**src/rtl/conv3x3_same_pad_multichannel_assert.svh**
```systemverilog
// Assertion macros for the 3x3 convolution block.
`ifndef CONV3X3_SAME_PAD_MULTICHANNEL_ASSERT_SVH
`define CONV3X3_SAME_PAD_MULTICHANNEL_ASSERT_SVH
// Implication checked at every rising clock edge outside reset.
`define C3_ASSERT_IMPL(lbl, clk, rstn, ante, cons) \
  lbl: assert property (@(posedge clk) disable iff (!rstn) (ante) |-> (cons)) \
    else $error("assertion failed");
// Next-cycle implication.
`define C3_ASSERT_NEXT(lbl, clk, rstn, ante, cons) \
  lbl: assert property (@(posedge clk) disable iff (!rstn) (ante) |=> (cons)) \
    else $error("assertion failed");
`endif

```
**src/rtl/c3sp_pkg.sv**
```systemverilog
// Package with fixed widths, operation codes and saturation helpers.
package c3sp_pkg;
  localparam int unsigned PixW  = 16;
  localparam int unsigned CoefW = 32;
  localparam int unsigned AccW  = 40;
  localparam int unsigned PosW  = 5;
  localparam int unsigned ChW   = 3;
  localparam int unsigned IdxW  = 6;

  localparam logic OpLoad  = 1'b0;
  localparam logic OpPixel = 1'b1;

  typedef struct packed {
    logic [ChW-1:0]  channel;
    logic [PosW-1:0] out_row;
    logic [PosW-1:0] out_col;
    logic            last;
  } res_tag_t;

  function automatic logic signed [PixW-1:0] sat16(input logic signed [CoefW-1:0] v);
    logic signed [PixW-1:0] r;
    if (v > 32'sd32767) r = 16'sh7fff;
    else if (v < -32'sd32768) r = 16'sh8000;
    else r = v[PixW-1:0];
    return r;
  endfunction

  function automatic logic signed [CoefW-1:0] sat32(input logic signed [AccW-1:0] v);
    logic signed [CoefW-1:0] r;
    if (v > 40'sh007fffffff) r = 32'sh7fffffff;
    else if (v < -40'sh0080000000) r = 32'sh80000000;
    else r = v[CoefW-1:0];
    return r;
  endfunction
endpackage

```
**src/rtl/c3sp_if.sv**
```systemverilog
// Valid/ready channel interfaces for input items and results.
interface c3sp_in_if;
  logic valid;
  logic ready;
  logic operation;
  logic [c3sp_pkg::IdxW-1:0] coef_index;
  logic signed [c3sp_pkg::CoefW-1:0] coef_value;
  logic signed [c3sp_pkg::PixW-1:0] pixel;
  modport source (output valid, operation, coef_index, coef_value, pixel, input ready);
  modport sink (input valid, operation, coef_index, coef_value, pixel, output ready);
endinterface

interface c3sp_out_if;
  logic valid;
  logic ready;
  logic [c3sp_pkg::ChW-1:0] channel;
  logic [c3sp_pkg::PosW-1:0] out_row;
  logic [c3sp_pkg::PosW-1:0] out_col;
  logic signed [c3sp_pkg::CoefW-1:0] value;
  logic last;
  modport source (output valid, channel, out_row, out_col, value, last, input ready);
  modport sink (input valid, channel, out_row, out_col, value, last, output ready);
endinterface

```
**src/rtl/c3sp_mac.sv**
```systemverilog
// Nine-tap multiply-accumulate with a registered product stage and saturation.
module c3sp_mac (
  input  logic                               clk_i,
  input  logic                               rst_ni,
  input  logic                               start_i,
  input  logic                               tap_vld_i,
  input  logic signed [c3sp_pkg::PixW-1:0]   pix_i,
  input  logic signed [c3sp_pkg::PixW-1:0]   wgt_i,
  input  logic                               bias_vld_i,
  input  logic signed [c3sp_pkg::CoefW-1:0]  bias_i,
  output logic signed [c3sp_pkg::CoefW-1:0]  sum_o
);
  logic signed [c3sp_pkg::CoefW-1:0] prod_q, prod_d;
  logic prod_vld_q;
  logic signed [c3sp_pkg::AccW-1:0] acc_q, acc_d, acc_base;

  assign prod_d = pix_i * wgt_i;

  always_comb begin
    acc_base = start_i ? '0 : acc_q;
    acc_d = acc_base;
    if (prod_vld_q) acc_d = acc_d + c3sp_pkg::AccW'(prod_q);
    if (bias_vld_i) acc_d = acc_d + c3sp_pkg::AccW'(bias_i);
  end

  always_ff @(posedge clk_i or negedge rst_ni) begin
    if (!rst_ni) begin
      prod_vld_q <= 1'b0;
    end else begin
      prod_vld_q <= tap_vld_i;
    end
  end

  always_ff @(posedge clk_i) begin
    prod_q <= prod_d;
    acc_q  <= acc_d;
  end

  assign sum_o = c3sp_pkg::sat32(acc_q);
endmodule

```
**src/rtl/conv3x3_same_pad_multichannel.sv**
```systemverilog
// Top level of the streaming 3x3 same-padded convolution block.
// A load transaction writes a weight or bias entry. A pixel transaction writes
// the pixel to a three-row line memory, then for each completed window position
// and each channel runs nine taps through one shared multiplier, one tap per
// cycle, reading the line and weight memories through registered reads and
// adding the bias at the end. An interior pixel completes one position, a
// right-column or bottom-row pixel two and the bottom-right corner four. A
// pixel in the first row or first column completes no window. A result that is
// held off stalls the next result in its sum state until it is taken. The
// line memory holds 3 x IMG_DIM entries; taps outside the image are replaced by
// zero, so no clearing pass is needed. A result register lets the next
// computation, and the next transaction, start while a result waits.
module conv3x3_same_pad_multichannel #(
  parameter int unsigned IMG_DIM  = 28,
  parameter int unsigned CHANNELS = 5
) (
  input logic clk_i,
  input logic rst_ni,
  c3sp_in_if.sink    in_i,
  c3sp_out_if.source out_o
);
  localparam int unsigned NW = CHANNELS * 9;
  localparam int unsigned NC = CHANNELS * 10;
  localparam int unsigned LD = 3 * IMG_DIM;
  localparam int unsigned LAW = $clog2(LD);
  localparam int unsigned WAW = (NW > 1) ? $clog2(NW) : 1;
  localparam int unsigned BAW = (CHANNELS > 1) ? $clog2(CHANNELS) : 1;
  localparam int unsigned PW = $clog2(IMG_DIM);

  typedef enum logic [5:0] {
    S_IDLE = 6'b000001, S_TAP = 6'b000010, S_DRAIN = 6'b000100,
    S_BIAS = 6'b001000, S_SUM = 6'b010000, S_OUT = 6'b100000
  } state_e;

  state_e state_q, state_d;
  logic signed [c3sp_pkg::PixW-1:0] line_mem [LD];
  logic signed [c3sp_pkg::PixW-1:0] wgt_mem [NW];
  logic signed [c3sp_pkg::CoefW-1:0] bias_mem [CHANNELS];
  logic signed [c3sp_pkg::PixW-1:0] line_rd_q, wgt_rd_q;
  logic signed [c3sp_pkg::CoefW-1:0] bias_rd_q;

  logic [PW-1:0] row_q, row_d, col_q, col_d;   // raster position of next pixel
  logic [PW-1:0] pi_q, pj_q;                    // pixel being processed
  logic [1:0] pm_q;                             // line slot of the pixel being processed
  logic [1:0] pr_q, pr_d, pc_q, pc_d;           // position index within the set
  logic [BAW-1:0] ch_q, ch_d;
  logic [3:0] tap_q, tap_d;
  logic tap_rd_q, tap_in_q;
  logic [1:0] nr, nc;
  logic [PW:0] orow, ocol;
  logic signed [PW+1:0] sr, sc;
  logic in_img;
  logic [1:0] rmod;
  logic [LAW-1:0] laddr, waddr_line;
  logic [WAW-1:0] wra;
  logic signed [c3sp_pkg::CoefW-1:0] sum;
  logic res_vld_q;
  logic signed [c3sp_pkg::CoefW-1:0] res_val_q;
  c3sp_pkg::res_tag_t res_tag_q, tag_d;
  logic in_acc, out_acc, mac_start, bias_vld, last_pos, last_ch;
  logic [1:0] row_mod_q, row_mod_d;

  assign in_acc  = in_i.valid && in_i.ready;
  assign out_acc = out_o.valid && out_o.ready;
  assign in_i.ready = (state_q == S_IDLE);

  // Window position count for the pixel being processed.
  assign nr = (pi_q == '0) ? 2'd0 : ((pi_q == PW'(IMG_DIM - 1)) ? 2'd2 : 2'd1);
  assign nc = (pj_q == '0) ? 2'd0 : ((pj_q == PW'(IMG_DIM - 1)) ? 2'd2 : 2'd1);
  assign orow = (pr_q == 2'd0) ? ({1'b0, pi_q} - 1'b1) : {1'b0, pi_q};
  assign ocol = (pc_q == 2'd0) ? ({1'b0, pj_q} - 1'b1) : {1'b0, pj_q};
  assign last_pos = (pr_q == nr - 2'd1) && (pc_q == nc - 2'd1);
  assign last_ch = (ch_q == BAW'(CHANNELS - 1));

  // Tap address for the current tap.
  always_comb begin
    sr = $signed({1'b0, orow}) - $signed((PW+2)'(1)) + $signed({{PW{1'b0}}, tap_q >= 4'd6, 1'b0})
       + $signed({{(PW+1){1'b0}}, tap_q >= 4'd3 && tap_q < 4'd6});
    sc = $signed({1'b0, ocol}) - $signed((PW+2)'(1))
       + $signed((PW+2)'((tap_q == 4'd1 || tap_q == 4'd4 || tap_q == 4'd7) ? 1 :
                         (tap_q == 4'd2 || tap_q == 4'd5 || tap_q == 4'd8) ? 2 : 0));
    in_img = (sr >= 0) && (sr < $signed((PW+2)'(IMG_DIM)))
          && (sc >= 0) && (sc < $signed((PW+2)'(IMG_DIM)));
    // Row slot: current pixel row maps to its own slot, earlier rows backwards.
    unique case (2'(pi_q - PW'(sr)))
      2'd0:    rmod = pm_q;
      2'd1:    rmod = (pm_q == 2'd0) ? 2'd2 : pm_q - 2'd1;
      default: rmod = (pm_q == 2'd2) ? 2'd0 : pm_q + 2'd1;
    endcase
    laddr = LAW'(rmod * IMG_DIM + 32'(sc[PW-1:0]));
    wra = WAW'(ch_q * 9 + 32'(tap_q));
    waddr_line = LAW'(row_mod_q * IMG_DIM + 32'(col_q));
  end

  // Memories.
  always_ff @(posedge clk_i) begin
    if (in_acc && in_i.operation == c3sp_pkg::OpPixel) line_mem[waddr_line] <= in_i.pixel;
    if (in_acc && in_i.operation == c3sp_pkg::OpLoad && in_i.coef_index < c3sp_pkg::IdxW'(NW))
      wgt_mem[WAW'(in_i.coef_index)] <= c3sp_pkg::sat16(in_i.coef_value);
    if (in_acc && in_i.operation == c3sp_pkg::OpLoad && in_i.coef_index >= c3sp_pkg::IdxW'(NW)
        && in_i.coef_index < c3sp_pkg::IdxW'(NC))
      bias_mem[BAW'(in_i.coef_index - c3sp_pkg::IdxW'(NW))] <= in_i.coef_value;
    line_rd_q <= line_mem[laddr];
    wgt_rd_q  <= wgt_mem[wra];
    bias_rd_q <= bias_mem[ch_q];
    tap_in_q  <= in_img;
  end

  c3sp_mac u_mac (
    .clk_i, .rst_ni,
    .start_i(mac_start),
    .tap_vld_i(tap_rd_q),
    .pix_i(tap_in_q ? line_rd_q : '0),
    .wgt_i(wgt_rd_q),
    .bias_vld_i(bias_vld),
    .bias_i(bias_rd_q),
    .sum_o(sum)
  );

  assign mac_start = (state_q == S_TAP) && (tap_q == 4'd0);
  assign bias_vld = (state_q == S_BIAS);
  assign tag_d = '{channel: c3sp_pkg::ChW'(ch_q), out_row: c3sp_pkg::PosW'(orow),
                   out_col: c3sp_pkg::PosW'(ocol), last: last_pos && last_ch};

  always_comb begin
    state_d = state_q; row_d = row_q; col_d = col_q; row_mod_d = row_mod_q;
    pr_d = pr_q; pc_d = pc_q; ch_d = ch_q; tap_d = tap_q;
    unique case (state_q)
      S_IDLE: if (in_acc && in_i.operation == c3sp_pkg::OpPixel) begin
        pr_d = 2'd0; pc_d = 2'd0; ch_d = '0; tap_d = '0;
        if (row_q != '0 && col_q != '0) state_d = S_TAP;
        else if (row_q != '0 && col_q == PW'(IMG_DIM - 1)) state_d = S_TAP;
        if (col_q == PW'(IMG_DIM - 1)) begin
          col_d = '0;
          row_mod_d = (row_mod_q == 2'd2) ? 2'd0 : row_mod_q + 2'd1;
          row_d = (row_q == PW'(IMG_DIM - 1)) ? '0 : row_q + 1'b1;
          if (row_q == PW'(IMG_DIM - 1)) row_mod_d = 2'd0;
        end else begin
          col_d = col_q + 1'b1;
        end
      end
      S_TAP: begin
        tap_d = tap_q + 4'd1;
        if (tap_q == 4'd8) state_d = S_DRAIN;
      end
      S_DRAIN: state_d = S_BIAS;
      S_BIAS:  state_d = S_SUM;
      S_SUM:   if (!res_vld_q || out_acc) begin
        tap_d = '0;
        state_d = S_TAP;
        if (!last_ch) ch_d = ch_q + 1'b1;
        else begin
          ch_d = '0;
          if (pc_q != nc - 2'd1) pc_d = pc_q + 2'd1;
          else if (pr_q != nr - 2'd1) begin pc_d = 2'd0; pr_d = pr_q + 2'd1; end
          else state_d = S_OUT;
        end
      end
      S_OUT:   state_d = S_IDLE;
      default: state_d = S_IDLE;
    endcase
  end

  always_ff @(posedge clk_i or negedge rst_ni) begin
    if (!rst_ni) begin
      state_q <= S_IDLE; row_q <= '0; col_q <= '0; row_mod_q <= '0;
      pr_q <= '0; pc_q <= '0; ch_q <= '0; tap_q <= '0; tap_rd_q <= 1'b0;
      res_vld_q <= 1'b0;
    end else begin
      state_q <= state_d; row_q <= row_d; col_q <= col_d; row_mod_q <= row_mod_d;
      pr_q <= pr_d; pc_q <= pc_d; ch_q <= ch_d; tap_q <= tap_d;
      tap_rd_q <= (state_q == S_TAP);
      if (state_q == S_SUM && (!res_vld_q || out_acc)) res_vld_q <= 1'b1;
      else if (out_acc) res_vld_q <= 1'b0;
    end
  end

  always_ff @(posedge clk_i) begin
    if (in_acc) begin pi_q <= row_q; pj_q <= col_q; pm_q <= row_mod_q; end
    if (state_q == S_SUM && (!res_vld_q || out_acc)) begin
      res_val_q <= sum;
      res_tag_q <= tag_d;
    end
  end

  assign out_o.valid   = res_vld_q;
  assign out_o.channel = res_tag_q.channel;
  assign out_o.out_row = res_tag_q.out_row;
  assign out_o.out_col = res_tag_q.out_col;
  assign out_o.value   = res_val_q;
  assign out_o.last    = res_tag_q.last;

  `include "conv3x3_same_pad_multichannel_assert.svh"
  `C3_ASSERT_IMPL(a_busy_no_ready, clk_i, rst_ni, state_q != S_IDLE, !in_i.ready)
  `C3_ASSERT_NEXT(a_hold_result, clk_i, rst_ni, out_o.valid && !out_o.ready, out_o.valid)
  `C3_ASSERT_IMPL(a_col_range, clk_i, rst_ni, 1'b1, col_q < PW'(IMG_DIM))
endmodule
```
**src/flat_wrapper.sv**
```systemverilog
// flat-port wrapper written by rule: the top's interface ports become plain ports
module conv3x3_same_pad_multichannel_flat 
#(
  parameter int unsigned IMG_DIM  = 28,
  parameter int unsigned CHANNELS = 5
)
  (clk_i, rst_ni, in_i_valid, in_i_operation, in_i_coef_index, in_i_coef_value, in_i_pixel, in_i_ready, out_o_valid, out_o_channel, out_o_out_row, out_o_out_col, out_o_value, out_o_last, out_o_ready);
  c3sp_in_if in_i_i ();
  c3sp_out_if out_o_i ();
  input logic clk_i;
  input logic rst_ni;
  input wire logic [$bits(in_i_i.valid)-1:0] in_i_valid;
  input wire logic [$bits(in_i_i.operation)-1:0] in_i_operation;
  input wire logic [$bits(in_i_i.coef_index)-1:0] in_i_coef_index;
  input wire logic [$bits(in_i_i.coef_value)-1:0] in_i_coef_value;
  input wire logic [$bits(in_i_i.pixel)-1:0] in_i_pixel;
  output wire logic [$bits(in_i_i.ready)-1:0] in_i_ready;
  output wire logic [$bits(out_o_i.valid)-1:0] out_o_valid;
  output wire logic [$bits(out_o_i.channel)-1:0] out_o_channel;
  output wire logic [$bits(out_o_i.out_row)-1:0] out_o_out_row;
  output wire logic [$bits(out_o_i.out_col)-1:0] out_o_out_col;
  output wire logic [$bits(out_o_i.value)-1:0] out_o_value;
  output wire logic [$bits(out_o_i.last)-1:0] out_o_last;
  input wire logic [$bits(out_o_i.ready)-1:0] out_o_ready;
  assign in_i_i.valid = in_i_valid;
  assign in_i_i.operation = in_i_operation;
  assign in_i_i.coef_index = in_i_coef_index;
  assign in_i_i.coef_value = in_i_coef_value;
  assign in_i_i.pixel = in_i_pixel;
  assign in_i_ready = in_i_i.ready;
  assign out_o_valid = out_o_i.valid;
  assign out_o_channel = out_o_i.channel;
  assign out_o_out_row = out_o_i.out_row;
  assign out_o_out_col = out_o_i.out_col;
  assign out_o_value = out_o_i.value;
  assign out_o_last = out_o_i.last;
  assign out_o_i.ready = out_o_ready;
  conv3x3_same_pad_multichannel #(.IMG_DIM(IMG_DIM), .CHANNELS(CHANNELS)) u_core (.clk_i(clk_i), .rst_ni(rst_ni), .in_i(in_i_i), .out_o(out_o_i));
endmodule
```
**config.mk**
```make
export PLATFORM = sky130hd
export DESIGN_NAME = conv3x3_same_pad_multichannel_flat
export DESIGN_NICKNAME = d
export VERILOG_FILES = /design/src/rtl/c3sp_pkg.sv /design/src/rtl/c3sp_if.sv /design/src/rtl/c3sp_mac.sv /design/src/rtl/conv3x3_same_pad_multichannel.sv /design/src/flat_wrapper.sv
export VERILOG_INCLUDE_DIRS = /design/src /design/src/rtl
export SDC_FILE = /design/constraint.sdc
export NUM_CORES = 2
export LEC_CHECK = 0
export BUFFER_PORTS_ARGS = -buffer_cell sky130_fd_sc_hd__buf_2
export CAP_MARGIN = 20
export CELL_PAD_IN_SITES_DETAIL_PLACEMENT = 0
export CELL_PAD_IN_SITES_GLOBAL_PLACEMENT = 1
export CORE_MARGIN = 5
export CORE_UTILIZATION = 35
export CTS_CLUSTER_DIAMETER = 100
export CTS_CLUSTER_SIZE = 28
export DETAILED_ROUTE_END_ITERATION = 8
export GPL_TIMING_DRIVEN = 0
export PLACE_DENSITY_LB_ADDON = 0.1
export SYNTH_ARGS = -nofsm -noshare
export SYNTH_HDL_FRONTEND = slang
export SYNTH_SLANG_ARGS = --single-unit
export TNS_END_PERCENT = 1
```
**constraint.sdc**
```tcl
create_clock -name clk_i -period 9.45 [get_ports clk_i]
set_input_delay 0 -clock clk_i [delete_from_list [all_inputs] [get_ports clk_i]]
set_output_delay 0 -clock clk_i [all_outputs]
set_load 0.05 [all_outputs]
```
==> summary.txt <==
Drt
  – Remaining antenna violation count: 0
  – DRC Markers: 0
  – DR WL/cell: around 28 um
  – Vias per inst: between 5 and 6
  – DR iter-0 viols: approximately 4700
  – Wirelength, routed: 314.0 mm
  – Via total after detailed routing: ~60000
  – First drt pass iteration count: 6

Synth
  – Synth warn: 0
  – Simple-gate share of the synthesized area: under 10%
  – Synth Flop Type: edfxtp_1
  – Cells after Synth: 6302
  – Register bit total from synthesis: 2451
  – Post-synthesis mux area share: 14.67%
  – Synth Area in Compound Gates: 3.936%
  – Async SR Flop Fraction: roughly 1.3%
  – Sequential fraction of the synthesis area: 65.68%
  – XOR/XNOR Fraction of Synth Area: 1.361%
  – Mapped Nets: 6838
  – Post-synthesis area per instance: ~17 um2
  – Synth Cell Area: 109700 um2
  – Adder-cell share of the synthesized area: 7.343%
  – Yosys cell types: 86
  – Main combinational cell family by area after synthesis: multiplexers
  – EDFF count, synth: 2282

Cells and area
  – Final instance area: 124200 um2
  – Most frequent cells in the layout: 2282 x edfxtp_1, 656 x mux4_2, 396 x inv_1
  – Commonest non-fill, non-tap cell in the layout: edfxtp_1
  – Nets: approximately 7400
  – Share of layout cells above drive strength 1: a little over 20%
  – Area grow syn2layout: 13.15%

Setup path
  – Crit-path slowest cell: a222oi_1
  – Reg-to-Reg End: u_core.u_mac.acc_q[38]
  – CP Buf/Inv Count: 5
  – Critical path type: register to register
  – Worst Path Required: 10.25 ns
  – CP max FO: 10
  – Max stage delay on crit path: 0.67 ns
  – Critical Path Start: u_core.tap_q[1]
  – Reg2reg path depth: 31
  – Worst Setup Start Kind: register
  – Critical path depth: 31
  – CP endpoint kind: register
  – CP top delay family: compound AO/OA/AOI/OAI gates
  – FF-to-FF Start: u_core.tap_q[1]
  – Crit path capture: u_core.u_mac.acc_q[38]
  – Worst Path Arrival: 9.49 ns
  – R2r setup slk: about 0.76 ns

Placement
  – Hpwl dp: 229.5 mm
  – Placed cell area: around 120000 um2
  – Placement Setup Slack: -0.1167 ns
  – Buffers on Ports: 105
  – Global placer's final weighted congestion: 0.8300

Clock network
  – Cts bufs inserted: 114
  – Clk_lat worst skew: 0.91 ns
  – CTS sink count: 2451
  – Clock-pin slew on the worst setup and hold paths: 0.10 ns
  – Clk buf depth: 4
  – H-Tree Depth: 3
  – CTS tree: yes
  – Root Buffer: clkbuf_16

STA
  – Min Hold Slack: 0.07745 ns
  – Final setup viols: 0
  – Final Hold Violating Endpoints: 0
  – Least-Margin Pin Slew: 1.223 ns
  – Final WS setup: 0.7588 ns
  – F_max: 115.1 MHz
  – Layout Skew: 0.06713 ns
  – Max-slew violation count: 0
  – Slew margin rel.: 17.62%
  – Setup TNS Final: 0 ns
  – RSZ-0062 raised after global routing: no
  – Final min period: between 8 and 9 ns
  – Period utilization: 91.97%

Floorplanning
  – Starting Density: 35.15%
  – Full die area: 324800 um2
  – Die height: 569.9 um
  – CORE AREA: 312200 um2
  – Ports: 107
  – Num rows: about 210
  – Die width: about 570 um

Min path
  – Worst Hold Class: input port to register

GRT
  – Grt ovf: 0
  – First-pass GRT wire length: 448.7 mm
  – GRT Util Overall: 19.09%
  – Vias in the first global route: 60180
  – Initial antenna violation count: 17
  – Pin count of the biggest net entering global routing: slightly above 80

Run status
  – Status: finished clean

Run
  – Max Cap Viol: 0
cells by family after synthesis:
| group | after synthesis |
|---|---|
| xor gates and xnor gates | 169 |
| adders and majority gates | 484 |
| muxes | 782 |
| DFF | 2451 |
| buffers and inverters | 721 |
| AOI/OAI and AO/OA | 665 |
| and+or+nand+nor | 1030 |
layer usage:
metal / global-route usage (%) / vias to the layer above / routed length (um)
met5: 0 / - / 11
li1: - / 25440 / -
met3: 2.944 / 226 / 15130
met4: 2.692 / 2 / 4585
met1: 27.82 / 31490 / 144500
met2: 31.06 / 1152 / 149700
synthesized netlist by cell type (39+ instances only):
| master | n | share of area [%] |
|---|---|---|
| buf_1 | 71 | 0.24 |
| and3_1 | 134 | 0.76 |
| a21o_1 | 95 | 0.65 |
| a211oi_1 | 39 | 0.27 |
| a21oi_1 | 165 | 0.75 |
| mux2_2 | 51 | 0.52 |
| nor2_1 | 276 | 0.94 |
| edfxtp_1 | 2282 | 62 |
| inv_1 | 396 | 1.4 |
| xnor2_1 | 93 | 0.74 |
| nor2b_1 | 55 | 0.31 |
| mux4_2 | 656 | 13 |
| a31oi_1 | 50 | 0.29 |
| nand2_1 | 313 | 1.1 |
| mux2i_1 | 72 | 0.66 |
| fa_1 | 269 | 4.9 |
| dfxtp_1 | 137 | 2.5 |
| nand3_1 | 62 | 0.28 |
| clkbuf_1 | 244 | 0.83 |
| xor2_1 | 75 | 0.60 |
| ha_1 | 208 | 2.4 |
| o21ai_0 | 120 | 0.55 |
repair_timing:
action / in CTS / in global routing
setup endpoints to repair: 1 / 13
pin swaps: 0 / 2
hold buffers: 101 / 0
endpoints found under the hold margin: 2401 / 0
gates cloned: 0 / 0
setup buffers: 0 / 7
resized for setup: 1 / 6
worst min path at each step:
stage	from	to	slack [ns]	depth (start not counted)
2_1_floorplan	rst_ni	u_core.ch_q[0]	-0.30	0
3_3_place_gp	rst_ni	u_core.out_o.valid	0.13	1
3_5_place_dp	rst_ni	u_core.out_o.valid	0.14	1
4_1_cts	out_o_ready	u_core.out_o.valid	0.001	4
5_1_grt	in_i_pixel[4]	u_core.line_mem[24][4]	0.03	2
6_report	in_i_pixel[11]	u_core.line_mem[22][11]	0.08	2
area by class of cell:
| type | instances | area (um2) |
|---|---|---|
| repair buffers | 434 | 5316 |
| diodes | 14 | 35.03 |
| inverters | 396 | 1486 |
| clock inverters | 32 | 471.7 |
| well taps | 4140 | 5180 |
| multi-input cells | 3130 | 35360 |
| fillers | 28280 | 188000 |
| clock buffers | 135 | 3004 |
| flip-flops and latches | 2451 | 72070 |
| plain buffers | 325 | 1249 |
state kept, by name, indices dropped and copies added (netlist names), 2 cells and up:
name                  count
u_core.bias_mem         160
u_core.bias_rd_q         32
u_core.ch_q               3
u_core.col_q              5
u_core.line_mem        1344
u_core.line_rd_q         16
u_core.out_o.channel      3
u_core.out_o.out_col      5
u_core.out_o.out_row      5
u_core.out_o.value       32
u_core.pc_q               2
u_core.pi_q               5
u_core.pj_q               5
u_core.pm_q               2
u_core.pr_q               2
u_core.row_mod_q          2
u_core.row_q              5
u_core.state_q            6
u_core.tap_q              4
u_core.u_mac.acc_q       40
u_core.u_mac.prod_q      32
u_core.wgt_mem          720
u_core.wgt_rd_q          16
per-stage QoR:
stage,util [%],cells
global route,39.77,11040
finish,39.78,11060
floorplan,-,6302
global placement,36.98,10550
CTS,39.67,11020
detailed placement,38.23,10750
worst register-to-register path, delay by kind of cell (launching register included):
family	cells	cell delay, ns
fa+ha+maj	3	0.94
simple gates	8	2.27
xor+xnor	3	0.68
buf+inv	5	1.29
compound gates	12	2.96
flops	1	0.48
Power is not shown: default switching activity piles up to over one toggle a cycle in this logic, so the estimate is an artifact.
